**src/rtl/pnguf_pkg.sv**
```systemverilog
// Shared types and constants for the PNG scanline unfilter and composite block.
package pnguf_pkg;

    // Row store sizing
    localparam int MAX_COLUMNS  = 4096;
    localparam int MAX_CHANNELS = 4;
    localparam int ROW_BYTES    = MAX_COLUMNS * MAX_CHANNELS;
    localparam int IDX_W        = $clog2(ROW_BYTES);
    localparam int BIR_W        = $clog2(ROW_BYTES + 1);
    localparam int COL_W        = $clog2(MAX_COLUMNS + 1);

    // Register field widths
    localparam int WIDTH_W      = 13;
    localparam int HEIGHT_W     = 14;
    localparam int CFG_DATA_W   = 14;
    localparam int CFG_INDEX_W  = 2;

    // Byte position modulo the lcm of all channel counts
    localparam int PHASE_MOD    = 12;
    localparam int PHASE_W      = $clog2(PHASE_MOD);

    // Front to back queue
    localparam int Q_DEPTH      = 4;
    localparam int Q_PTR_W      = $clog2(Q_DEPTH);
    localparam int Q_CNT_W      = $clog2(Q_DEPTH + 1);

    localparam logic [7:0] MAX_FILTER   = 8'd4;
    localparam logic [7:0] ALPHA_OPAQUE = 8'd255;

    typedef enum logic [CFG_INDEX_W-1:0] {
        REG_IMAGE_WIDTH  = 2'd0,
        REG_IMAGE_HEIGHT = 2'd1,
        REG_COLOR_KIND   = 2'd2
    } reg_index_t;

    typedef enum logic [1:0] {
        COLOR_GRAY       = 2'd0,
        COLOR_RGB        = 2'd1,
        COLOR_GRAY_ALPHA = 2'd2,
        COLOR_RGBA       = 2'd3
    } color_kind_t;

    typedef enum logic [2:0] {
        FILT_NONE    = 3'd0,
        FILT_SUB     = 3'd1,
        FILT_UP      = 3'd2,
        FILT_AVERAGE = 3'd3,
        FILT_PAETH   = 3'd4
    } filter_t;

    typedef enum logic {
        KIND_DATA  = 1'b0,
        KIND_ERROR = 1'b1
    } item_kind_t;

    // Where the above byte of an item in flight comes from
    typedef enum logic [1:0] {
        FWD_RAM  = 2'd0,
        FWD_HELD = 2'd1,
        FWD_LAST = 2'd2
    } fwd_t;

    typedef struct packed {
        logic [7:0] data_byte;
        logic       image_start;
    } in_item_t;

    typedef struct packed {
        logic [7:0] red;
        logic [7:0] green;
        logic [7:0] blue;
        logic       last_pixel;
        logic       bad_filter;
    } out_item_t;

    // Classified work handed from front to back
    typedef struct packed {
        item_kind_t       kind;
        logic [7:0]       data_byte;
        filter_t          row_filter;
        logic [IDX_W-1:0] idx;
        logic             row_zero;
        logic             row_first;
        logic             pixel_end;
        logic             last_pixel;
    } q_item_t;

    typedef struct packed {
        logic    valid;
        q_item_t item;
    } q_push_t;

    // Pixel ready for compositing
    typedef struct packed {
        logic [7:0] red;
        logic [7:0] green;
        logic [7:0] blue;
        logic [7:0] alpha;
        logic       last_pixel;
        logic       bad_filter;
    } pix_stage_t;

endpackage

```
**src/rtl/pnguf_front.sv**
```systemverilog
// Front end: configuration registers, row/byte tracking and classification of each byte.
module pnguf_front
    import pnguf_pkg::*;
(
    input  logic                   clk,
    input  logic                   rst_n,
    input  logic                   byte_valid,
    output logic                   byte_stall,
    input  in_item_t               byte_data,
    input  logic                   cfg_write,
    input  logic [CFG_INDEX_W-1:0] cfg_index,
    input  logic [CFG_DATA_W-1:0]  cfg_data,
    output color_kind_t            color_kind,
    output q_push_t                push,
    input  logic                   q_full
);

    logic [WIDTH_W-1:0]  width_reg, width_next;
    logic [HEIGHT_W-1:0] height_reg, height_next;
    color_kind_t         color_reg, color_next;
    logic [BIR_W-1:0]    bir_reg, bir_next;
    logic [PHASE_W-1:0]  phase_reg, phase_next;
    logic [HEIGHT_W-1:0] row_reg, row_next;
    filter_t             filter_reg, filter_next;
    logic                err_reg, err_next;

    logic [COL_W-1:0]    cols;
    logic [BIR_W-1:0]    stride;
    logic [HEIGHT_W-1:0] rows;
    logic                acc;
    logic                err_s;
    logic [BIR_W-1:0]    bir_s, bir_e, bir_inc, idx_full;
    logic [PHASE_W-1:0]  ph_s, ph_e;
    logic [HEIGHT_W-1:0] row_s, row_e, row_inc;
    logic                is_filter, bad, row_end, pixel_end, last;

    // Configuration writes
    always_comb
    begin
        width_next  = width_reg;
        height_next = height_reg;
        color_next  = color_reg;
        if (cfg_write)
        begin
            unique case (cfg_index)
                REG_IMAGE_WIDTH:  width_next  = cfg_data[WIDTH_W-1:0];
                REG_IMAGE_HEIGHT: height_next = cfg_data[HEIGHT_W-1:0];
                REG_COLOR_KIND:   color_next  = color_kind_t'(cfg_data[1:0]);
                default:          ;
            endcase
        end
    end

    // Effective geometry
    always_comb
    begin
        if (width_reg == '0)
            cols = COL_W'(1);
        else if (int'(width_reg) > MAX_COLUMNS)
            cols = COL_W'(MAX_COLUMNS);
        else
            cols = COL_W'(width_reg);

        case (color_reg)
            COLOR_GRAY:       stride = BIR_W'(cols);
            COLOR_RGB:        stride = BIR_W'(cols) + (BIR_W'(cols) << 1);
            COLOR_GRAY_ALPHA: stride = BIR_W'(cols) << 1;
            COLOR_RGBA:       stride = BIR_W'(cols) << 2;
        endcase

        rows = (height_reg == '0) ? HEIGHT_W'(1) : height_reg;
    end

    assign byte_stall = q_full;
    assign acc        = byte_valid && !byte_stall;
    assign color_kind = color_reg;

    // Position of this byte after image start and register changes
    always_comb
    begin
        err_s = byte_data.image_start ? 1'b0 : err_reg;
        bir_s = byte_data.image_start ? '0 : bir_reg;
        ph_s  = byte_data.image_start ? '0 : phase_reg;
        row_s = byte_data.image_start ? '0 : row_reg;

        row_e = (row_s >= rows) ? '0 : row_s;
        bir_e = (bir_s > stride) ? '0 : bir_s;
        ph_e  = (bir_s > stride) ? '0 : ph_s;

        is_filter = (bir_e == '0);
        bad       = byte_data.data_byte > MAX_FILTER;
        bir_inc   = bir_e + BIR_W'(1);
        row_end   = bir_inc > stride;
        row_inc   = row_e + HEIGHT_W'(1);
        idx_full  = bir_e - BIR_W'(1);

        case (color_reg)
            COLOR_GRAY:       pixel_end = 1'b1;
            COLOR_GRAY_ALPHA: pixel_end = (ph_e[0] == 1'b0);
            COLOR_RGBA:       pixel_end = (ph_e[1:0] == 2'b00);
            COLOR_RGB:        pixel_end = (ph_e == PHASE_W'(0)) || (ph_e == PHASE_W'(3)) ||
                                          (ph_e == PHASE_W'(6)) || (ph_e == PHASE_W'(9));
        endcase

        last = (row_e == rows - HEIGHT_W'(1)) && (bir_e == stride);
    end

    // Row state update
    always_comb
    begin
        bir_next    = bir_reg;
        phase_next  = phase_reg;
        row_next    = row_reg;
        filter_next = filter_reg;
        err_next    = err_reg;
        if (acc && !err_s)
        begin
            err_next   = 1'b0;
            row_next   = row_e;
            bir_next   = bir_e;
            phase_next = ph_e;
            if (is_filter)
            begin
                if (bad)
                begin
                    err_next = 1'b1;
                end
                else
                begin
                    filter_next = filter_t'(byte_data.data_byte[2:0]);
                    bir_next    = BIR_W'(1);
                    phase_next  = PHASE_W'(1);
                end
            end
            else if (row_end)
            begin
                bir_next   = '0;
                phase_next = '0;
                row_next   = (row_inc >= rows) ? '0 : row_inc;
            end
            else
            begin
                bir_next   = bir_inc;
                phase_next = (ph_e == PHASE_W'(PHASE_MOD - 1)) ? '0 : ph_e + PHASE_W'(1);
            end
        end
    end

    // Transaction into the queue: data bytes and bad filter bytes
    always_comb
    begin
        push.valid          = acc && !err_s && (!is_filter || bad);
        push.item.kind      = is_filter ? KIND_ERROR : KIND_DATA;
        push.item.data_byte = byte_data.data_byte;
        push.item.row_filter = filter_reg;
        push.item.idx       = idx_full[IDX_W-1:0];
        push.item.row_zero  = (row_e == '0);
        push.item.row_first = (bir_e == BIR_W'(1));
        push.item.pixel_end = pixel_end;
        push.item.last_pixel = last;
    end

    always_ff @(posedge clk or negedge rst_n)
    begin
        if (!rst_n)
        begin
            width_reg  <= WIDTH_W'(1);
            height_reg <= HEIGHT_W'(1);
            color_reg  <= COLOR_GRAY;
            bir_reg    <= '0;
            phase_reg  <= '0;
            row_reg    <= '0;
            filter_reg <= FILT_NONE;
            err_reg    <= 1'b0;
        end
        else
        begin
            width_reg  <= width_next;
            height_reg <= height_next;
            color_reg  <= color_next;
            bir_reg    <= bir_next;
            phase_reg  <= phase_next;
            row_reg    <= row_next;
            filter_reg <= filter_next;
            err_reg    <= err_next;
        end
    end

    // A bad filter byte locks out the stream until the next image start
    a_err_locks: assert property (@(posedge clk) disable iff (!rst_n)
        push.valid && push.item.kind == KIND_ERROR |=> err_reg)
        else $error("error item sent without setting the error flag");

endmodule

```
**config.mk**
```make
export PLATFORM = sky130hd
export DESIGN_NAME = pnguf_front
export DESIGN_NICKNAME = d
export VERILOG_FILES = /design/src/rtl/pnguf_pkg.sv /design/src/rtl/pnguf_front.sv
export SDC_FILE = /design/constraint.sdc
export NUM_CORES = 1
export LEC_CHECK = 0
export BUFFER_PORTS_ARGS = -buffer_cell sky130_fd_sc_hd__buf_4
export CORE_MARGIN = 5
export CORE_UTILIZATION = 52
export CTS_BUF_LIST = sky130_fd_sc_hd__clkbuf_4
export DETAILED_ROUTE_END_ITERATION = 8
export PLACE_DENSITY = 0.81
export REMOVE_ABC_BUFFERS = 1
export SYNTH_ARGS = -nofsm -noshare
export SYNTH_HDL_FRONTEND = slang
export SYNTH_SLANG_ARGS = --single-unit
```
**constraint.sdc**
```tcl
create_clock -name clk -period 10.8 [get_ports clk]
set_clock_uncertainty 0.05 [all_clocks]
set_input_delay 0.54 -clock clk [delete_from_list [all_inputs] [get_ports clk]]
set_output_delay 0.54 -clock clk [all_outputs]
set_load 0.05 [all_outputs]
```
== After elaboration in Yosys (flattened, before gate mapping) ==
Cells that the tools add are included.

* Multiply operators: 0
* Multiplexer cells: 25
* Div/mod/pow operators: 0
* Bitwise logic cells: 2
* Reductions and logical operators: 23
* $add $sub $neg: 6
* Eq/ne operators: 12
* Magnitude comparators: 6
* Shift operators: 0

{| class="wikitable"
|+ Operators by type and width
! operator !! number
|-
| $mux 14 || 6
|-
| $mux 15 || 5
|-
| $pmux 15 s4 || 1
|-
| $gt 15x15->1 || 2
|-
| $ge 14x14->1 || 2
|-
| $logic_not 14->1 || 2
|-
| $sub 14x1->14 const B || 2
|-
| $mux 13 || 2
|-
| $mux 4 || 6
|-
| $add 13x14->15 || 1
|-
| $add 15x1->15 const B || 1
|-
| $eq 15x1->1 const B || 1
|-
| $eq 15x15->1 || 1
|-
| $logic_not 15->1 || 1
|-
| $add 14x1->14 const B || 1
|-
| $eq 14x14->1 || 1
|-
| $gt 13x13->1 const B || 1
|-
| $logic_not 13->1 || 1
|-
| $eq 4x4->1 const B || 2
|-
| $gt 8x3->1 const B || 1
|-
| $eq 2x2->1 const B || 3
|-
| $logic_not 2->1 || 3
|-
| $reduce_and 2->1 || 3
|-
| $add 4x1->4 const B || 1
|-
| 11 further kinds || 24
|}

* Latch bits: 0
* Bits in registers: 66
* Memory bits (writable): 0
* Output and inout port bits: 34
* Bits in read-only memories: 0
* Bits of input ports: 30
* Memories kept: 0
* Logic and storage cells: 82

== Logic depth before layout (Yosys ltp) ==
Gate-level depths: netlist (run 1).

* Depth after elaboration: 12
* Mapped depth: 43

== Least setup slack after synthesis (run 1) ==
OpenSTA, ideal clock, no wires.

* Path kind: register to register
* Start point: reg width_reg[12]
* End point: reg row_reg[11]
* Stages on the path, launching flop included: 39
* Period minus slack after synthesis: 8.326 ns
* Data arrival time: 8.209 ns
* Path buffers: 5
* Slack: 2.474 ns
* Path through: dfrtp_1 -> clkbuf_1 -> clkbuf_1 -> buf_1 -> nor2b_1 -> ha_1 -> and2_1 -> a32oi_1 -> o32a_1 -> nor3_1 -> or4_1 -> a32oi_1 -> ha_1 -> nand4_1 -> a21oi_1 -> nor3_1 -> o221a_2 -> clkbuf_1 -> (+3 left out) -> nand2_1 -> nor2_1 -> nand4_1 -> nor3_1 -> nand3_1 -> xor2_1 -> nor2_1 -> ha_1 -> nand4_1 -> nor2_1 -> o21ai_0 -> a31oi_1 -> o21ai_1 -> nor2_1 -> nand2_1 -> nor2_1 -> buf_1 -> a22o_1

* Cells in the longest elaborated chain, start to end: 11
* Elaborated cells between the ends (all ways): 13
* Classes of those cells: add/sub (2); order compare (3); mux (6); reduce/logical (2)

{| class="wikitable"
|+ RTL lines
! what !! RTL line !! source
|-
| start: declaration || pnguf_front.sv:18 || <nowiki>logic [WIDTH_W-1:0] width_reg, width_next;</nowiki>
|-
| start signal: assignment || pnguf_front.sv:178 || <nowiki>width_reg <= width_next;</nowiki>
|-
| $gt 13x13->1 || pnguf_front.sv:59 || <nowiki>else if (int'(width_reg) > MAX_COLUMNS)</nowiki>
|-
| $mux 13 || pnguf_front.sv:59 ||
|-
| $mux 13 (*) || pnguf_front.sv:57 || <nowiki>if (width_reg == '0)</nowiki>
|-
| $add 13x14->15 || pnguf_front.sv:66 || <nowiki>COLOR_RGB: stride = BIR_W'(cols) + (BIR_W'(cols) << 1);</nowiki>
|-
| $pmux 15 s4 (*) || pnguf_front.sv:64 || <nowiki>case (color_reg)</nowiki>
|-
| $gt 15x15->1 || pnguf_front.sv:87 || <nowiki>bir_e = (bir_s > stride) ? '0 : bir_s;</nowiki>
|-
| $mux 15 || pnguf_front.sv:87 ||
|-
| $add 15x1->15 || pnguf_front.sv:92 || <nowiki>bir_inc = bir_e + BIR_W'(1);</nowiki>
|-
| $gt 15x15->1 || pnguf_front.sv:93 || <nowiki>row_end = bir_inc > stride;</nowiki>
|-
| $mux 14 || pnguf_front.sv:135 || <nowiki>else if (row_end)</nowiki>
|-
| $mux 14 (*) || pnguf_front.sv:122 || <nowiki>if (is_filter)</nowiki>
|-
| end signal: assignment || pnguf_front.sv:183 || <nowiki>row_reg <= row_next;</nowiki>
|-
| end: declaration || pnguf_front.sv:23 || <nowiki>logic [HEIGHT_W-1:0] row_reg, row_next;</nowiki>
|}

Every way passes the cells marked *; elsewhere a longest branch is shown, timed or not.
A chain may end at the register's enable or synchronous reset.

== Worst setup path in the final report (run 1) ==
* Start point: reg width_reg[12]
* End point: reg row_reg[2]

Same word-level chain as after synthesis.

==> results of run 1 <==
## synthesized netlist by cell type, types with 4 or more instances
cell / number
mux2_2: 34
buf_4: 13
and2_1: 5
o21a_1: 11
o211ai_1: 6
clkbuf_1: 36
nor4_1: 6
a22o_1: 18
nor2_1: 79
o221ai_1: 4
xor2_1: 16
and4_1: 7
a31oi_1: 17
a21o_1: 8
o22ai_1: 4
or2_2: 4
nor3b_1: 7
mux2i_1: 13
and3_1: 4
or4_1: 6
a21oi_1: 56
nor3_1: 26
nand2b_1: 13
dfrtp_1: 64
o21ai_0: 59
a211oi_1: 14
o41ai_1: 6
ha_1: 81
nand2_1: 88
xnor2_1: 29
o31ai_1: 9
nand3_1: 38
nand3b_1: 4
buf_1: 7
nand4_1: 16
inv_1: 35
a32oi_1: 5
nor2b_1: 46
or3_1: 9
## kinds of logic after synthesis
family | after synthesis | share of synthesized area, %
fa+ha+maj | 81 | 13.4
mux | 48 | 7.10
xor+xnor | 46 | 5.53
flops | 66 | 21.9
compound gates | 250 | 21.9
buf+inv | 96 | 5.64
simple gates | 364 | 24.4
## power groups by stage
stage               sequential [µW]  combinational (µW)  clock (µW)
floorplan                       341                 517           0
global placement                345                 713           0
detailed placement              347                 724           0
CTS                             343                 727         137
global route                    352                 803         144
finish                          345                 733         133
## per-layer routing
metal | GRT usage, % | vias up | wire length [µm]
li1 | - | 3529 | -
met1 | 34.5 | 3513 | 9410
met2 | 38.7 | 300 | 9410
met3 | 4.27 | 55 | 1500
met4 | 8.53 | 0 | 561
met5 | 0 | - | 0
## how the worst max path moves through the flow
stage,startpoint,to,cells after the start,slack (ns)
3_3_place_gp,width_reg[12]$_DFFE_PN0P_,row_reg[9]$_DFFE_PN0P_,34,1.92
2_1_floorplan,width_reg[12]$_DFFE_PN0P_,row_reg[11]$_DFFE_PN0P_,34,2.66
3_5_place_dp,width_reg[12]$_DFFE_PN0P_,row_reg[2]$_DFFE_PN0P_,34,1.56
5_1_grt,width_reg[12]$_DFFE_PN0P_,row_reg[5]$_DFFE_PN0P_,34,0.48
6_report,width_reg[12]$_DFFE_PN0P_,row_reg[2]$_DFFE_PN0P_,34,1.37
4_1_cts,width_reg[12]$_DFFE_PN0P_,row_reg[2]$_DFFE_PN0P_,34,1.50
## area by class of cell
type | count | area [µm²]
fillers | 1296 | 6250
multi-input cells | 789 | 5470
flip-flops and latches | 66 | 1650
repair buffers | 71 | 533
well taps | 184 | 230
inverters | 37 | 139
clock buffers | 10 | 75.1
clock inverters | 4 | 21.3
diodes | 1 | 2.50
## per-stage QoR
step	worst slack, ns	power, µW	hold WS (ns)	cells	util, %
after detailed placement	1.56	1070	0.423	1147	55.8
after CTS	1.50	1210	0.152	1161	56.5
final	1.37	1210	0.143	1162	56.5
after floorplan	2.66	858	0.194	892	-
after global routing	0.476	1300	0.199	1162	56.5
after global placement	1.92	1060	0.417	1147	55.8
==> reports/metrics.cfg, run 1 <==
[clock_network]
cts-root-buf = clkbuf_4
ctsHoldBuffers = 0
post_cts_resized = 0
cts_num_sinks = 66
cts_setup_buffers = 0
clockBufferDepth = 2
cts_tree = yes
clkTransAtPathRegs_ns = 0.10
htree_levels = 3
numCtsBuffers = 9
clock_latency_ns = 0.45

[power]
seqPwrFrac_pct = 28.5
swShare_pct = 50.5
power_density_mw_per_mm2 = 149
switchingPower_uw = 611
combPwrFrac_pct = 60.5
p_clk_share_pct = 11.0
p_int_uw = 600
peakVddDrop_uv = 140
cellLeakagePower_uw = 0.00359

[logic_synthesis]
yosysWarnings = 0
synth_area_leaders = dfrtp_1, ha_1, mux2_2, nand2_1, nor2_1
synth_cells = 951
syn_area_mm2 = 0.00754
async_flop_share_pct = 100
synth_cell_types = 74
synth_seq_cells = 66
synthFlopType = dfrtp_1
ys_seq_area_share_pct = 21.9
synth_top_cell_area_share_pct = 21.2
yosysTopAreaCell = dfrtp_1
syn_avg_cell_area_um2 = 7.93
synth_edf_count = 0

[finish]
largest_register_ffs = 15
final_cell_area_mm2 = 0.00812
drive_gt1_share_pct = 13.7
final_common_cell = nand2_1
finalNetCount = 1085
area_delta_synth_final_pct = 7.70
layout_common_cells = nand2_1, ha_1, nor2_1

[route]
avgViaCountPerCell = 6.37
wl_per_cell_um = 18.0
first_iter_violations = 779
vias = 7397
ant_nets = 0
routed_wl_um = 20900
remaining_drc_errors = 0
drt-pass1-iter-count = 5

[placed_design]
io_buffers = 63
detailed_place_hpwl_um = 16100
routabilityCongestion = 0.942
place_area_mm2 = 0.00802

[timing]
min_period_ns = 9.43
tightest_slew_ns = 1.06
setup_viol = 0
fin_tns_setup_ns = 0
final_max_slew_viol_count = 0
fmax_mhz = 106
fin_crit_sh_pct = 87.4
maxSlewHeadroom_pct = 28.8
finalHoldViolCount = 0
rsz0062_at_grt = false

[setup_path]
cp_num_buf_inv = 1
r2r-end = row_reg[2]$_DFFE_PN0P_
cpLargestDelayFamily = simple AND/OR/NAND/NOR gates
worstRegToRegCells = 34
slowest_stage = dfrtp_1
crit_arrival_ns = 9.77
cp_slowest_stage_delay_ns = 1.01
cp_max_fo = 34
r2r-start = width_reg[12]$_DFFE_PN0P_
required_ns = 11.13
end_kind = flop
path_class = reg2reg
rrSetupSlack_ns = 1.37
cp_common_cell = nor2_1
start_kind = flop

[run]
drv_cap = 0

[die]
core_mm2 = 0.0144
die-area_mm2 = 0.0170
die_h_um = 130
start_util_pct = 52.5
ios = 64
row_count = 44
chipWidth_um = 130

[global_routing]
overflow = 0
grt_use_total_pct = 24.7
antenna_found_initial = 1
grt_pass1_wl_um = 33800
grt_max_degree = 67
first_global_vias = 6803

[hold_path]
hold_path.class = in2async

[run_status]
outcome = completed

Power figures use the tool's default switching activity.
==> inputs of run 2 (changes only) <==
- PLACE_DENSITY: 0.81 -> 0.77
- RECOVER_POWER: default -> 25
==> run 2 against run 1 <==
Via count rose by 0.81%; critical path type unchanged; the flow now finishes with violations (max-capacitance violations, max-slew violations); maximum frequency up 0.42%; global-route usage up 0.69 points; clock-buffer cell count grew 1.
==> reports/metrics.cfg, run 2 (synthesis results as in run 1) <==
[hold_path]
holdPathStages = 3
hold_path.class = in2reg

[setup_path]
cp_max_fo = 34
start_kind = flop
cp_common_cell = nor2_1
cp_slowest_stage_delay_ns = 1.04
crit_arrival_ns = 9.75
slowest_stage = dfrtp_1
worstRegToRegCells = 33
path_class = reg2reg
required_ns = 11.16
end_kind = flop

[run_status]
violations = max-capacitance violations, max-slew violations
outcome = finished, violations left

[timing]
rsz0062_at_grt = false
fmax_mhz = 106
maxSlewHeadroom_pct = -142
setup_viol = 0
final_max_slew_viol_count = 67
finalHoldViolCount = 0
min_period_ns = 9.39
tightest_slew_ns = 3.63
fin_crit_sh_pct = 87.0
fin_tns_setup_ns = 0
whs_ns = 0.239

[die]
die_h_um = 130
start_util_pct = 52.5
ios = 64
core_mm2 = 0.0144
die-area_mm2 = 0.0170
chipWidth_um = 130
row_count = 44

[finish]
drive_gt1_share_pct = 13.8
final_core_util_pct = 56.9
finalNetCount = 1084
area_delta_synth_final_pct = 8.41
final_common_cell = nand2_1
largest_register_ffs = 15
layout_common_cells = nand2_1, ha_1, nor2_1
final_cell_area_mm2 = 0.00818

[route]
remaining_drc_errors = 0
ant_nets = 0
routed_wl_um = 21300
drt-pass1-iter-count = 7
vias = 7457
avgViaCountPerCell = 6.41
wl_per_cell_um = 18.3
first_iter_violations = 763

[clock_network]
clock_latency_ns = 0.47
clockBufferDepth = 2
cts-root-buf = clkbuf_4
ctsHoldBuffers = 0
numCtsBuffers = 9
cts_num_sinks = 66
htree_levels = 3
cts_setup_buffers = 0
cts_tree = yes
post_cts_resized = 0
clkTransAtPathRegs_ns = 0.14

[global_routing]
antenna_found_initial = 2
overflow = 0
grt_max_degree = 67
grt_pass1_wl_um = 34600
grt_use_total_pct = 25.4
first_global_vias = 6924

[placed_design]
routabilityCongestion = 0.915
io_buffers = 63
place_area_mm2 = 0.00802
detailed_place_hpwl_um = 16300

[run]
drv_cap = 1

[power]
cellLeakagePower_uw = 0.00362
seqPwrFrac_pct = 27.0
swShare_pct = 48.8
combPwrFrac_pct = 57.5
power_density_mw_per_mm2 = 156
p_clk_share_pct = 15.5
switchingPower_uw = 624
peakVddDrop_uv = 165
p_int_uw = 653

-- run 2: cell types whose count changed in the layout (fill, tap and decap cells not counted) --
cell        previous run  this run
buf_4                 71        69
bufinv_16              0         2
clkbuf_1               0         1
clkbuf_4              10        11
clkinv_1               2         1
clkinv_4               0         1
clkinvlp_4             1         0
-- run 2: per-stage QoR --
step	setup WS, ns	std cells	power, µW
2_1_floorplan	2.66	892	858
3_3_place_gp	1.89	1146	1060
3_5_place_dp	1.62	1146	1070
4_1_cts	1.58	1162	1270
5_1_grt	0.613	1163	1370
6_report	1.41	1163	1280
-- run 2: power by group through the flow --
stage / combinational (µW) / clock [µW] / sequential, µW
2_1_floorplan: 517 / 0 / 341
3_3_place_gp: 715 / 0 / 346
3_5_place_dp: 724 / 0 / 347
4_1_cts: 728 / 201 / 343
5_1_grt: 804 / 212 / 352
6_report: 734 / 198 / 345
-- run 2: worst max-delay path: cells and delay by family (launching register included) --
kind,cells,cell delay (ns)
AOI/OAI and AO/OA,8,2.79
xor gates and xnor gates,1,0.16
adders and majority gates,4,1.05
buffers and inverters,1,0.20
DFF,1,1.04
and+or+nand+nor,19,4.01
-- run 2: area by class of cell --
type	count	area (µm²)
clock inverter	5	78.8
fill	1358	6190
antenna	1	2.50
tap	184	230
inverter	37	139
clock buffer	11	82.6
timing repair buffer	70	522
sequential	66	1650
multi-input combinational	789	5470
-- run 2: routing by layer --
layer,global-route usage (%),routed length [µm]
met1,34.4,9430
met4,7.26,429
met3,5.49,1670
met5,0,11
met2,41.1,9770
-- run 2: worst paths after layout --
path | slack (ns) | to | start
max in group asynchronous | 7.41 | width_reg[7]$_DFFE_PN0P_ | rst_n
worst min-delay path | 0.24 | width_reg[2]$_DFFE_PN0P_ | cfg_data[2]
worst max-delay path | 1.41 | phase_reg[1]$_DFFE_PN0P_ | width_reg[12]$_DFFE_PN0P_
min in group asynchronous | 1.26 | width_reg[2]$_DFFE_PN0P_ | rst_n
worst max register to register | 1.41 | phase_reg[1]$_DFFE_PN0P_ | width_reg[12]$_DFFE_PN0P_
worst min register to register | 0.45 | err_reg$_DFFE_PN0P_ | err_reg$_DFFE_PN0P_
