File: src/rtl/pnguf_pkg.sv
// Shared types and constants for the PNG scanline unfilter and composite block.
package pnguf_pkg;

    // Row store sizing
    localparam int MAX_COLUMNS  = 4096;
    localparam int MAX_CHANNELS = 4;
    localparam int ROW_BYTES    = MAX_COLUMNS * MAX_CHANNELS;
    localparam int IDX_W        = $clog2(ROW_BYTES);
    localparam int BIR_W        = $clog2(ROW_BYTES + 1);
    localparam int COL_W        = $clog2(MAX_COLUMNS + 1);

    // Register field widths
    localparam int WIDTH_W      = 13;
    localparam int HEIGHT_W     = 14;
    localparam int CFG_DATA_W   = 14;
    localparam int CFG_INDEX_W  = 2;

    // Byte position modulo the lcm of all channel counts
    localparam int PHASE_MOD    = 12;
    localparam int PHASE_W      = $clog2(PHASE_MOD);

    // Front to back queue
    localparam int Q_DEPTH      = 4;
    localparam int Q_PTR_W      = $clog2(Q_DEPTH);
    localparam int Q_CNT_W      = $clog2(Q_DEPTH + 1);

    localparam logic [7:0] MAX_FILTER   = 8'd4;
    localparam logic [7:0] ALPHA_OPAQUE = 8'd255;

    typedef enum logic [CFG_INDEX_W-1:0] {
        REG_IMAGE_WIDTH  = 2'd0,
        REG_IMAGE_HEIGHT = 2'd1,
        REG_COLOR_KIND   = 2'd2
    } reg_index_t;

    typedef enum logic [1:0] {
        COLOR_GRAY       = 2'd0,
        COLOR_RGB        = 2'd1,
        COLOR_GRAY_ALPHA = 2'd2,
        COLOR_RGBA       = 2'd3
    } color_kind_t;

    typedef enum logic [2:0] {
        FILT_NONE    = 3'd0,
        FILT_SUB     = 3'd1,
        FILT_UP      = 3'd2,
        FILT_AVERAGE = 3'd3,
        FILT_PAETH   = 3'd4
    } filter_t;

    typedef enum logic {
        KIND_DATA  = 1'b0,
        KIND_ERROR = 1'b1
    } item_kind_t;

    // Where the above byte of an item in flight comes from
    typedef enum logic [1:0] {
        FWD_RAM  = 2'd0,
        FWD_HELD = 2'd1,
        FWD_LAST = 2'd2
    } fwd_t;

    typedef struct packed {
        logic [7:0] data_byte;
        logic       image_start;
    } in_item_t;

    typedef struct packed {
        logic [7:0] red;
        logic [7:0] green;
        logic [7:0] blue;
        logic       last_pixel;
        logic       bad_filter;
    } out_item_t;

    // Classified work handed from front to back
    typedef struct packed {
        item_kind_t       kind;
        logic [7:0]       data_byte;
        filter_t          row_filter;
        logic [IDX_W-1:0] idx;
        logic             row_zero;
        logic             row_first;
        logic             pixel_end;
        logic             last_pixel;
    } q_item_t;

    typedef struct packed {
        logic    valid;
        q_item_t item;
    } q_push_t;

    // Pixel ready for compositing
    typedef struct packed {
        logic [7:0] red;
        logic [7:0] green;
        logic [7:0] blue;
        logic [7:0] alpha;
        logic       last_pixel;
        logic       bad_filter;
    } pix_stage_t;

endpackage

File: src/rtl/pnguf_queue.sv
// Short FIFO between the front end and the reconstruction back end.
module pnguf_queue
    import pnguf_pkg::*;
(
    input  logic    clk,
    input  logic    rst_n,
    input  q_push_t push,
    output logic    full,
    input  logic    pop,
    output logic    head_valid,
    output q_item_t head
);

    q_item_t              mem_reg [Q_DEPTH];
    logic [Q_PTR_W-1:0]   wr_ptr_reg, wr_ptr_next;
    logic [Q_PTR_W-1:0]   rd_ptr_reg, rd_ptr_next;
    logic [Q_CNT_W-1:0]   count_reg, count_next;
    logic                 do_push, do_pop;

    assign full       = (count_reg == Q_CNT_W'(Q_DEPTH));
    assign head_valid = (count_reg != '0);
    assign head       = mem_reg[rd_ptr_reg];
    assign do_push    = push.valid && !full;
    assign do_pop     = pop && head_valid;

    // Pointer and occupancy update
    always_comb
    begin
        wr_ptr_next = wr_ptr_reg;
        rd_ptr_next = rd_ptr_reg;
        count_next  = count_reg;
        if (do_push)
            wr_ptr_next = (wr_ptr_reg == Q_PTR_W'(Q_DEPTH - 1)) ? '0 : wr_ptr_reg + Q_PTR_W'(1);
        if (do_pop)
            rd_ptr_next = (rd_ptr_reg == Q_PTR_W'(Q_DEPTH - 1)) ? '0 : rd_ptr_reg + Q_PTR_W'(1);
        if (do_push && !do_pop)
            count_next = count_reg + Q_CNT_W'(1);
        else if (do_pop && !do_push)
            count_next = count_reg - Q_CNT_W'(1);
    end

    always_ff @(posedge clk or negedge rst_n)
    begin
        if (!rst_n)
        begin
            wr_ptr_reg <= '0;
            rd_ptr_reg <= '0;
            count_reg  <= '0;
        end
        else
        begin
            wr_ptr_reg <= wr_ptr_next;
            rd_ptr_reg <= rd_ptr_next;
            count_reg  <= count_next;
        end
    end

    // Entry storage
    always_ff @(posedge clk)
    begin
        if (do_push)
        begin
            mem_reg[wr_ptr_reg] <= push.item;
        end
    end

    a_count_bound: assert property (@(posedge clk) disable iff (!rst_n)
        count_reg <= Q_CNT_W'(Q_DEPTH))
        else $error("queue occupancy beyond depth");

endmodule

File: config.mk
export PLATFORM = sky130hd
export DESIGN_NAME = pnguf_queue
export DESIGN_NICKNAME = d
export VERILOG_FILES = /design/src/rtl/pnguf_pkg.sv /design/src/rtl/pnguf_queue.sv
export SDC_FILE = /design/constraint.sdc
export NUM_CORES = 1
export LEC_CHECK = 0
export ABC_AREA = 1
export CAP_MARGIN = 5
export CORE_MARGIN = 2
export CORE_UTILIZATION = 51
export CTS_BUF_LIST = sky130_fd_sc_hd__clkbuf_8 sky130_fd_sc_hd__clkbuf_16
export DETAILED_ROUTE_END_ITERATION = 16
export DONT_BUFFER_PORTS = 1
export PLACE_DENSITY = 0.62
export REMOVE_ABC_BUFFERS = 1
export SYNTH_ARGS = -nofsm -noshare
export SYNTH_HDL_FRONTEND = slang
export SYNTH_SLANG_ARGS = --single-unit
File: constraint.sdc
create_clock -name clk -period 5.33 [get_ports clk]
set_input_delay 0.2665 -clock clk [delete_from_list [all_inputs] [get_ports clk]]
set_output_delay 0.2665 -clock clk [all_outputs]
set_load 0.01 [all_outputs]
==> After elaboration in Yosys (flattened, before gate mapping) <==
Memory sizes are Yosys's and may differ from the RTL's.
Index checks and enable logic that the tools add are counted.
{ "op_classes": {"add_sub_neg": 4, "n_eq_ne": 3, "mux": 6, "n_reduce_logical": 9} }
{ "ops": {"columns": ["cell", "n"], "rows": [
  ["$mux W3", 2],
  ["$add A2 B1 Y2 const B", 2],
  ["$eq A2 B2 Y1 const B", 2],
  ["$logic_and A1 B1 Y1", 4],
  ["$mux W2", 2],
  ["$add A3 B1 Y3 const B", 1],
  ["$eq A3 B3 Y1 const B", 1],
  ["$logic_not A1 Y1", 3],
  ["$reduce_bool A3 Y1", 1],
  ["$sub A3 B1 Y3 const B", 1],
  ["$mux W1", 2],
  ["$reduce_bool A2 Y1", 1]
]} }
{ "totals": {"ff_bits": 7, "ram_bits": 120, "output_inout_bits": 32, "word_cells": 26, "n_memories": 1} }
{ "mem_list": {"columns": ["name", "depth", "width", "rd", "rd_ports_with_merged_regs", "write_ports", "line", "source"], "rows": [
  ["mem_reg", 4, 30, 1, 0, 1, "pnguf_queue.sv:14", "q_item_t mem_reg [Q_DEPTH];"]
]} }

==> Logic depth before layout (Yosys ltp) <==
Gate-level depths: netlist of the first run.
{ "logic_depth": {"depth_word": 7, "depth_mapped": 12} }

==> Least setup slack after synthesis of the first run <==
No wires, ideal clock.
{ "synth_path": {"path_kind": "reg2reg", "startpoint": "register count_reg[0]", "endpoint": "memory mem_reg[0][0] (netlist bit) (enable)", "setup_ns": 0.417, "t_arrival_ns": 1.990, "t_required_ns": 4.913, "path_slack_ns": 2.923, "path_stages_with_launch": 5, "n_path_buf": 0, "period_less_slack_ns": 2.407, "path_cell_list": "dfrtp_1 -> inv_2 -> nand3_1 -> nand2_1 -> nor2_1"} }
{ "synth_via": {"elab_chain_len": 5} }
{ "synth_lines": {"columns": ["element", "line", "source"], "rows": [
  ["from (decl)", "pnguf_queue.sv:17", "logic [Q_CNT_W-1:0] count_reg, count_next;"],
  ["from (signal assigned)", "pnguf_queue.sv:54", "count_reg <= count_next;"],
  ["$eq A3 B3 Y1", "pnguf_queue.sv:20", "assign full = (count_reg == Q_CNT_W'(Q_DEPTH));"],
  ["$logic_not A1 Y1", "pnguf_queue.sv:23", "assign do_push = push.valid && !full;"],
  ["$logic_and A1 B1 Y1", "pnguf_queue.sv:23", null],
  ["$mux W1", "pnguf_queue.sv:61", "if (do_push)"],
  ["$mux W1 (implied by the code)", "pnguf_queue.sv:63", "mem_reg[wr_ptr_reg] <= push.item;"],
  ["to (decl)", "pnguf_queue.sv:14", null]
]} }
No other way between the ends.

==> results of run 1 <==
## worst register-to-register path, delay by kind of cell, from the launching register on
family,cells,cell delay (ns)
buffers and inverters,1,0.05
and+or+nand+nor,3,1.24
DFF,1,0.42
## per-stage QoR
stage	power [mW]	hold WS (ns)	std cells	cell area [um2]	util (%)
after CTS	3.49	0.0738	594	6250	61.4
final	3.43	0.0868	594	6250	61.4
after global routing	3.65	0.105	594	6250	61.4
after detailed placement	2.38	-0.0289	529	5360	52.7
after global placement	2.36	-0.0289	529	5360	52.7
after floorplan	2.12	-0.0291	390	5140	-
## how the worst max path moves through the flow
stage / endpoint / slack, ns / cells past startpoint
after floorplan: rd_ptr_reg[0]$_DFFE_PN0P_ / 2.31 / 4
after global placement: mem_reg[1][26]$_DFFE_PP_ / 3.19 / 4
after detailed placement: mem_reg[3][26]$_DFFE_PP_ / 3.17 / 4
after CTS: head[15] / 2.65 / 3
after global routing: head[27] / 2.48 / 4
final: head[15] / 2.69 / 3
## power breakdown
part	switching, mW	internal (mW)	total (mW)
clock	0.410	0.660	1.07
sequential	0.108	1.32	1.43
combinational	0.659	0.274	0.933
total	1.18	2.26	3.43
## metal layers
metal / vias up / share of wire, %
li1: 1478 / -
met1: 1383 / 42
met2: 72 / 51
met3: 7 / 6.0
met4: 0 / 0.86
met5: - / 0
## area by class of cell
type / count / area (um2)
fill: 792 / 3930
clock inverter: 15 / 145
sequential: 127 / 3780
multi-input combinational: 188 / 1110
timing repair buffer: 36 / 353
inverter: 75 / 282
clock buffer: 17 / 414
tap: 136 / 170
## logic make-up after synthesis
family	Yosys count	synth area share [%]
compound gates	61	9.74
simple gates	119	8.65
flops	127	71.4
fa+ha+maj	7	1.80
buf+inv	95	8.29
xor+xnor	1	0.165
## cell usage after synthesis (all sizes together)
master and count:
inv 75, ha 6, clkbuf 3, fa 1, nand2 105, buf 17, nor2 6, o211ai 60
nand3 7, xnor2 1, edfxtp 120, dfrtp 7, o21ai 1, nand4 1
## timing repair
item / 4_1_cts / 5_1_grt
hold buffers: 33 / 0
setup endpoints to repair: 0 / 0
gates resized for setup: 0 / 0
hold endpoints to repair: 131 / 0
==> summary.md, run 1 <==
| Metric | Value |
|---|---|
| Yosys reg bits | `127` |
| Worst vdd ir | `between 0.4 and 0.5 mV` |
| Final setup viols | `0` |
| Met1 Use GR | `between 20 and 25%` |
| # port buffers | `0` |
| Outcome | `finished, final reports clean` |
| Final ANT Viol Nets | `0` |
| Met3 usage | `~6.1%` |
| Worst-Skew Late Latency | `0.51 ns` |
| CTS tree | `done` |
| First-pass iteration count of the detailed router | `4` |
| H-tree level count | `4` |
| Core area | `between 0.01 and 0.015 mm2` |
| Yosys top cell area share | `slightly below 70%` |
| CTS clk-pin slew, worst paths | `around 0.060 ns` |
| Largest net degree at the start of global routing | `77` |
| Vias in the first global route | `2899` |
| Fin. Hold Viols | `0` |
| Via count | `2940` |
| Slowest Stage Delay on Critical Path | `approximately 0.73 ns` |
| Met2 Track Usage GR | `about 29%` |
| Flop-to-flop setup slack | `3.19 ns` |
| Worst r2r dst | `mem_reg[1][25]$_DFFE_PP_` |
| DR WL/cell | `~15 um` |
| Post-layout nets | `around 490` |
| Site Rows | `37` |
| Leakage | `about 2.4 nW` |
| Drt via density | `about 4.9` |
| Relative slew slack | `33.3%` |
| Global-route wire length before repair | `about 15 mm` |
| Die footprint | `0.0112 mm2` |
| Final slew viol count | `0` |
| Maxcap violations | `0` |
| Register area share after synthesis | `71.4%` |
| Sink Count | `127` |
| Initial Util | `between 50% and 60%` |
| RePlAce Congestion | `0.679` |
| Die Width | `around 110 um` |
| CTS max path bufs | `2` |
| Share of cells above drive strength 1 | `about 11%` |
| Initial antenna violation count | `0` |
| DRC violations left | `0` |
| Worst reg2reg startpoint | `count_reg[0]$_DFFE_PN0P_` |
| Fin crit share | `49.6%` |
| Mapped cell area | `about 0.0053 mm2` |
| Tightest Pin Transition | `0.998 ns` |
| Fmax | `~0.38 GHz` |
| Min Tclk post-route | `roughly 2.6 ns` |
| Pwr/cell area | `roughly 550 mW/mm2` |
| Iteration-0 DRC Markers | `118` |
| ANT cells | `0` |
| CP Data Arrival Time | `about 2.4 ns` |
| Cell taking the most area after synthesis | `edfxtp_1` |
| CP cell instances | `buf_4 -> o211ai_1 -> nand2_1` |
| Total GRT Usage | `roughly 17%` |
| Register-to-Register Path Depth | `4` |
| CP bufs+invs | `1` |
| Slowest CP cell | `dfrtp_4` |
| Top Usage Layer GRT | `met2` |
| HPWL Detailed | `roughly 5.2 mm` |
| Setup WS pre-CTS | `~3.2 ns` |
| Required time worst endpoint | `5.06 ns` |
| Crit path launch | `rd_ptr_reg[0]$_DFFE_PN0P_` |
| Synth-to-Final Area Change | `18.1%` |
| TritonCTS Buffers | `17` |
| Commonest cells after routing, fill and taps aside | `120 x edfxtp_1, 105 x nand2_1, 73 x inv_1, 48 x o211ai_1, 33 x dlygate4sd3_1` |
| Setup ws final | `around 2.7 ns` |
| Die Ht | `106 um` |
| Final setup TNS | `0 ns` |
| CP Launch Type | `flop` |
| Routed WL | `between 9 and 10 mm` |
| Synthesized area per cell | `between 10 and 15 um2` |
| Yosys Warn Count | `0` |
| Mapped Cells | `410` |
| Worst Setup End Kind | `output port` |
| Top delay family on crit path | `flip-flops` |
| Synth top area cells | `edfxtp_1 68%, nand2_1 7.4%, o211ai_1 6.8%` |
| Commonest non-fill, non-tap cell in the layout | `edfxtp_1` |
| Largest register FFs | `120` |
| GR Overflow Total | `0` |
| # IOs | `66` |
| RSZ-0062 raised after global routing | `false` |
| Critical path fanouts, max | `76` |
| Root Driver | `clkbuf_8` |
| Kind of critical path | `reg -> out` |
| Worst Skew | `0.00843 ns` |
| Netlist cell types | `18` |
| Post-CTS Setup Inserts | `0` |
| Hold crit path type | `in -> async` |
Note: power is estimated with default switching activity, not from simulation.
==> inputs of run 2 (changes only) <==
==> constraint.sdc (replaced) <==
create_clock -name clk -period 2.5 [get_ports clk]
set_input_delay 0.125 -clock clk [delete_from_list [all_inputs] [get_ports clk]]
set_output_delay 0.125 -clock clk [all_outputs]
set_load 0.01 [all_outputs]
==> run 2 against run 1 <==
Against the previous run: die area did not move; final area rose by 1.8%; clock skew fell by 0.0023 ns; worst hold slack got worse by 0.0027 ns; cell count rose by 1.2%; non-clock buffer count rose by 7; critical endpoint is now head[3]; largest cell class unchanged.
==> summary.md, run 2 (same netlist as run 1, synthesis figures left out) <==
| Metric | Value |
|---|---|
| CP Launch Type | `flop (unchanged)` |
| CP cell instances | `buf_4 -> nand2_1 -> o211ai_1 -> nand2_1 (was buf_4 -> o211ai_1 -> nand2_1)` |
| CP dominant cell by count | `nand2_1` |
| # port buffers | `0 (unchanged)` |
| Sink Count | `127 (unchanged)` |
| Design Power | `7.53 mW (was 3.43 mW)` |
| Quantity of hold-fixing buffers added after cts | `34 (was 33)` |
| Slowest Stage Delay on Critical Path | `0.86 ns (was 0.73 ns)` |
| Flop-to-flop setup slack | `0.38 ns (was 3.19 ns)` |
| TritonCTS Buffers | `17 (unchanged)` |
| Top delay family on crit path | `flip-flops (unchanged)` |
| Fin crit share | `87.3%` |
| CP bufs+invs | `1 (unchanged)` |
| Global-route wire length before repair | `15.3 mm (was 14.8 mm)` |
| Critical path fanouts, max | `66 (was 76)` |
| Worst Setup End Kind | `output port (unchanged)` |
| Layout Utilization | `62.5% (was 61.4%)` |
| CTS tree | `done (unchanged)` |
| Fmax | `about 0.46 GHz` |
| RSZ-0062 raised after global routing | `false (unchanged)` |
| Register-to-Register Path Depth | `9 (was 4)` |
| Worst reg2reg startpoint | `count_reg[1]$_DFFE_PN0P_ (was count_reg[0]$_DFFE_PN0P_)` |
| Slowest CP cell | `dfrtp_4 (unchanged)` |
| RePlAce Congestion | `0.772 (was 0.679)` |
| Worst Skew | `0.00612 ns (was 0.00843 ns)` |
| Leakage | `2.51 nW (was 2.43 nW)` |
| Site Rows | `37 (unchanged)` |
| CTS max path bufs | `2 (unchanged)` |
| Vias in the first global route | `3049 (was 2899)` |
| DRC violations left | `0 (unchanged)` |
| Largest net degree at the start of global routing | `67 (was 77)` |
| Worst setup path endpoint | `head[3] (was head[15])` |
| Die Ht | `106 um (unchanged)` |
| Share of cells above drive strength 1 | `12.3% (was 11.1%)` |
| Die Width | `106 um (unchanged)` |
| Largest register FFs | `120 (unchanged)` |
| Die footprint | `0.0112 mm2 (unchanged)` |
| Kind of critical path | `reg -> out (unchanged)` |
| Relative slew slack | `52.9% (was 33.3%)` |
| HPWL Detailed | `5.55 mm (was 5.15 mm)` |
| Maxcap violations | `0 (unchanged)` |
| Final setup viols | `0 (unchanged)` |
| First-pass iteration count of the detailed router | `4 (unchanged)` |
| Synth-to-Final Area Change | `20.3% (was 18.1%)` |
| Commonest non-fill, non-tap cell in the layout | `edfxtp_1 (unchanged)` |
| Hold crit path type | `in -> reg (was in -> async)` |
| Worst r2r dst | `count_reg[1]$_DFFE_PN0P_ (was mem_reg[1][25]$_DFFE_PP_)` |
| Post-layout nets | `493 (was 486)` |
| Drt via density | `5.01 (was 4.95)` |
| CTS clk-pin slew, worst paths | `0.06 ns (about the same)` |
| GR Overflow Total | `0 (unchanged)` |
| Final slew viol count | `0 (unchanged)` |
| Routed WL | `9.31 mm (was 9.06 mm)` |
| Worst vdd ir | `0.704 mV (was 0.477 mV)` |
| Initial antenna violation count | `0 (unchanged)` |
| Min Tclk post-route | `2.18 ns` |
| Core area | `0.0102 mm2 (unchanged)` |
| Outcome | `finished, final reports clean (unchanged)` |
| CP Data Arrival Time | `2.06 ns (was 2.37 ns)` |
| # IOs | `66 (unchanged)` |
| Pwr/cell area | `1180 mW/mm2 (was 549 mW/mm2)` |
| DR WL/cell | `15.5 um (was 15.3 um)` |
| Iteration-0 DRC Markers | `244 (was 118)` |
| Final ANT Viol Nets | `0 (unchanged)` |
| ANT cells | `0 (unchanged)` |
| Post-CTS sizing | `0 (unchanged)` |
| Tightest Pin Transition | `0.706 ns (was 0.998 ns)` |
| Post-CTS Setup Inserts | `0 (unchanged)` |
| Fin. Hold Viols | `0 (unchanged)` |
| Worst path depth | `4 (was 3)` |
| Total GRT Usage | `18.3% (was 17.5%)` |
| Worst-Skew Late Latency | `0.51 ns (about the same)` |
| Commonest cells after routing, fill and taps aside | `120 x edfxtp_1, 105 x nand2_1, 76 x inv_1, 48 x o211ai_1, 34 x dlygate4sd3_1 (was 120 x edfxtp_1, 105 x nand2_1, 73 x inv_1, 48 x o211ai_1, 33 x dlygate4sd3_1)` |
| Initial Util | `52.0% (unchanged)` |
| Via count | `3012 (was 2940)` |
| Root Driver | `clkbuf_8 (unchanged)` |
| Required time worst endpoint | `2.38 ns (was 5.06 ns)` |
| Crit path launch | `rd_ptr_reg[0]$_DFFE_PN0P_ (unchanged)` |
| H-tree level count | `4 (unchanged)` |
| Hold path cells | `3` |
## run 2: changes by cell type in the layout (fill, tap and decap cells not counted), moves of 3 or more
cell | before | now
buf_4 | 3 | 7
clkinv_1 | 3 | 0
clkinv_2 | 2 | 5
inv_1 | 73 | 76
## run 2: worst min path at each step
stage / from / endpoint
final: push[30] / wr_ptr_reg[0]$_DFFE_PN0P_
after global routing: push[30] / wr_ptr_reg[0]$_DFFE_PN0P_
after CTS: push[30] / wr_ptr_reg[0]$_DFFE_PN0P_
after detailed placement: rst_n / wr_ptr_reg[0]$_DFFE_PN0P_
after global placement: rst_n / wr_ptr_reg[0]$_DFFE_PN0P_
after floorplan: rst_n / count_reg[0]$_DFFE_PN0P_
## run 2: through the flow
stage | hold slack [ns] | std cells | setup TNS [ns] | worst slack [ns] | cell area [um2]
after global routing | 0.114 | 601 | 0 | 0.126 | 6370
after global placement | -0.170 | 535 | 0 | 0.491 | 5430
after floorplan | -0.171 | 390 | -10.93 | -0.520 | 5140
final | 0.0841 | 601 | 0 | 0.317 | 6370
after CTS | 0.0578 | 601 | 0 | 0.241 | 6370
after detailed placement | -0.170 | 535 | 0 | 0.378 | 5430
## run 2: area by class of cell
type / count / area, um2
Clock buffer: 17 / 414
Clock inverter: 15 / 179
Fill cell: 767 / 3820
Inverter: 75 / 282
Multi-Input combinational cell: 188 / 1110
Sequential cell: 127 / 3780
Tap cell: 136 / 170
Timing Repair Buffer: 43 / 433
## run 2: power breakdown
part           internal [mW]  switching (mW)
combinational          0.652            1.38
sequential              2.81           0.282
clock                   1.59           0.817
total                   5.06            2.48
## run 2: metal layers
metal | routed length, um | part of all wire (%) | global-route usage [%] | up-vias
met4 | 113 | 1.2 | 7.71 | 0
met3 | 521 | 5.6 | 6.44 | 11
li1 | - | - | - | 1493
met5 | 0 | 0 | 0 | -
met1 | 4040 | 43 | 22.8 | 1439
met2 | 4630 | 50 | 29.3 | 69
## run 2: tightest hold or removal path, stage by stage
cell and delay (ns):
nand2_1 0.24, nand2_1 0.14, nand2_1 0.05
==> inputs of run 3 (changes only) <==
--- a/config.mk
+++ b/config.mk
@@ -14,6 +14,7 @@
 export DONT_BUFFER_PORTS = 1
 export PLACE_DENSITY = 0.62
 export REMOVE_ABC_BUFFERS = 1
+export SETUP_SLACK_MARGIN = 0.5
 export SYNTH_ARGS = -nofsm -noshare
 export SYNTH_HDL_FRONTEND = slang
 export SYNTH_SLANG_ARGS = --single-unit
==> constraint.sdc (replaced) <==
create_clock -name clk -period 2.7 [get_ports clk]
set_input_delay 0.135 -clock clk [delete_from_list [all_inputs] [get_ports clk]]
set_output_delay 0.135 -clock clk [all_outputs]
set_load 0.01 [all_outputs]
==> run 3 against run 2 <==
Against the previous run: highest routed layer unchanged; sequential share of layout area decreased by 0.36 points; final area rose by 0.61%; largest cell class unchanged; clock skew grew 0.0073 ns; combinational power is 2% lower; routed wire length up 1.9%; cell count increased by 0.67%.
==> summary.md, run 3 (same netlist as run 1, synthesis figures left out) <==
| Metric | Value |
|---|---|
| Outcome | `finished, final reports clean (unchanged)` |
| RSZ-0062 raised after global routing | `false (unchanged)` |
| Final setup viols | `0 (unchanged)` |
| Met3 Routed Length | `575 um (was 521 um)` |
| Largest net degree at the start of global routing | `36 (was 67)` |
| TritonCTS Buffers | `17 (unchanged)` |
| DR top layer | `met4 (unchanged)` |
| Routed met2 length | `4.74 mm (was 4.63 mm)` |
| Min Tclk post-route | `2.01 ns` |
| Fin crit share | `around 74%` |
| Maxcap violations | `0 (unchanged)` |
| M1 WL | `4.08 mm (was 4.04 mm)` |
| Post-layout nets | `497 (was 493)` |
| Via count | `3030 (was 3012)` |
| Die Width | `106 um (unchanged)` |
| DR WL/cell | `15.7 um (was 15.5 um)` |
| Final ANT Viol Nets | `0 (unchanged)` |
| Critical path fanouts, max | `21 (was 66)` |
| ANT cells | `0 (unchanged)` |
| Site Rows | `37 (unchanged)` |
| Tightest Pin Transition | `0.582 ns (was 0.706 ns)` |
| Initial Util | `52.0% (unchanged)` |
| Share of cells above drive strength 1 | `13.6% (was 12.3%)` |
| Worst Skew | `0.0134 ns (was 0.00612 ns)` |
| CTS max path bufs | `2 (unchanged)` |
| Flop-to-flop setup slack | `0.71 ns (was 0.38 ns)` |
| Worst vdd ir | `0.569 mV (was 0.704 mV)` |
| Relative slew slack | `61.1% (was 52.9%)` |
| Commonest non-fill, non-tap cell in the layout | `edfxtp_1 (unchanged)` |
| Kind of critical path | `reg -> out (unchanged)` |
| Commonest cells after routing, fill and taps aside | `120 x edfxtp_1, 104 x nand2_1, 73 x inv_1, 48 x o211ai_1, 35 x dlygate4sd3_1 (was 120 x edfxtp_1, 105 x nand2_1, 76 x inv_1, 48 x o211ai_1, 34 x dlygate4sd3_1)` |
| Hold crit path type | `in -> reg (unchanged)` |
| Layout fillers | `780 (was 767)` |
| Setup ws final | `0.692 ns (was 0.317 ns)` |
| Synth-to-Final Area Change | `21.0% (was 20.3%)` |
| HPWL Detailed | `5.60 mm (was 5.55 mm)` |
| CTS tree | `done (unchanged)` |
| CTS clk-pin slew, worst paths | `0.06 ns (about the same)` |
| DRC violations left | `0 (unchanged)` |
| Routed WL | `9.48 mm (was 9.31 mm)` |
| Sink Count | `127 (unchanged)` |
| Fin. Hold Viols | `0 (unchanged)` |
| # IOs | `66 (unchanged)` |
| Initial antenna violation count | `0 (unchanged)` |
| H-tree level count | `4 (unchanged)` |
| First-pass iteration count of the detailed router | `4 (unchanged)` |
| Leakage | `2.53 nW (was 2.51 nW)` |
| Layout Utilization | `62.9% (was 62.5%)` |
| Die Ht | `106 um (unchanged)` |
| Worst-Skew Late Latency | `0.52 ns (was 0.51 ns)` |
| Fmax | `roughly 0.5 GHz` |
| RePlAce Congestion | `0.759 (was 0.772)` |
| Final slew viol count | `0 (unchanged)` |
| Worst Setup End Kind | `output port (unchanged)` |
| Drt via density | `5.01 (about the same)` |
| Total GRT Usage | `18.6% (was 18.3%)` |
| Global-route wire length before repair | `15.6 mm (was 15.3 mm)` |
| Setup WS pre-CTS | `0.567 ns (was 0.378 ns)` |
| CP Launch Type | `flop (unchanged)` |
| Vias in the first global route | `3068 (was 3049)` |
| Largest register FFs | `120 (unchanged)` |
| Die footprint | `0.0112 mm2 (unchanged)` |
| CP Data Arrival Time | `1.87 ns (was 2.06 ns)` |
| # port buffers | `0 (unchanged)` |
| Pwr/cell area | `1100 mW/mm2 (was 1180 mW/mm2)` |
| GR Overflow Total | `0 (unchanged)` |
| Core area | `0.0102 mm2 (unchanged)` |
| Required time worst endpoint | `2.57 ns (was 2.38 ns)` |
| Iteration-0 DRC Markers | `198 (was 244)` |
| Root Driver | `clkbuf_8 (unchanged)` |
[run 3: cell type report]
| type | count | area (um2) | share of cell area (%) |
|---|---|---|---|
| repair buffers | 47 | 453 | 7.07 |
| inverters | 75 | 282 | 4.39 |
| clock inverters | 15 | 195 | 3.05 |
| clock buffers | 17 | 414 | 6.46 |
| multi-input cells | 188 | 1110 | 17.3 |
| flip-flops and latches | 127 | 3780 | 59.0 |
| well taps | 136 | 170 | 2.66 |
[run 3: final timing paths]
kind / from / endpoint / depth (start not counted)
worst max-delay path: rd_ptr_reg[1]$_DFFE_PN0P_ / head[26] / 4
worst min-delay path: push[13] / mem_reg[3][13]$_DFFE_PP_ / 1
worst max register to register: count_reg[0]$_DFFE_PN0P_ / count_reg[1]$_DFFE_PN0P_ / 9
worst min register to register: count_reg[2]$_DFFE_PN0P_ / count_reg[2]$_DFFE_PN0P_ / 2
max in group asynchronous: rst_n / rd_ptr_reg[0]$_DFFE_PN0P_ / 2
min in group asynchronous: rst_n / count_reg[0]$_DFFE_PN0P_ / 2
[run 3: worst max-delay path, cell delays in order (launching register included)]
cell,delay (ns)
dfrtp_1,0.37
inv_1,0.27
buf_4,0.40
o211ai_2,0.14
nand2_1,0.17
[run 3: per-layer routing]
| metal | track usage, % | vias up |
|---|---|---|
| li1 | - | 1501 |
| met1 | 22.8 | 1454 |
| met2 | 30.1 | 67 |
| met3 | 6.50 | 8 |
| met4 | 8.46 | 0 |
| met5 | 0 | - |
[run 3: timing repair]
| action | 4_1_cts | 5_1_grt |
|---|---|---|
| pin swaps | 0 | 0 |
| setup buffers | 1 | 0 |
| endpoints found under the hold margin | 132 | 1 |
| hold buffers | 34 | 1 |
| resized for setup | 0 | 1 |
| setup endpoints to repair | 16 | 17 |
[run 3: where the power goes]
| group | internal (mW) | switching, mW | leakage, nW |
|---|---|---|---|
| clock | 1.49 | 0.799 | 0.297 |
| sequential | 2.60 | 0.197 | 1.18 |
| combinational | 0.619 | 1.36 | 1.05 |
[run 3: metrics by stage]
stage	std cells	instance area, um2	setup TNS [ns]	power (mW)	hold WS (ns)
2_1_floorplan	390	5140	-4.83	4.19	-0.161
3_3_place_gp	537	5420	0	4.70	-0.160
3_5_place_dp	537	5420	0	4.75	-0.160
4_1_cts	604	6390	0	7.17	0.0727
5_1_grt	605	6410	0	7.52	0.328
6_report	605	6410	0	7.07	0.340
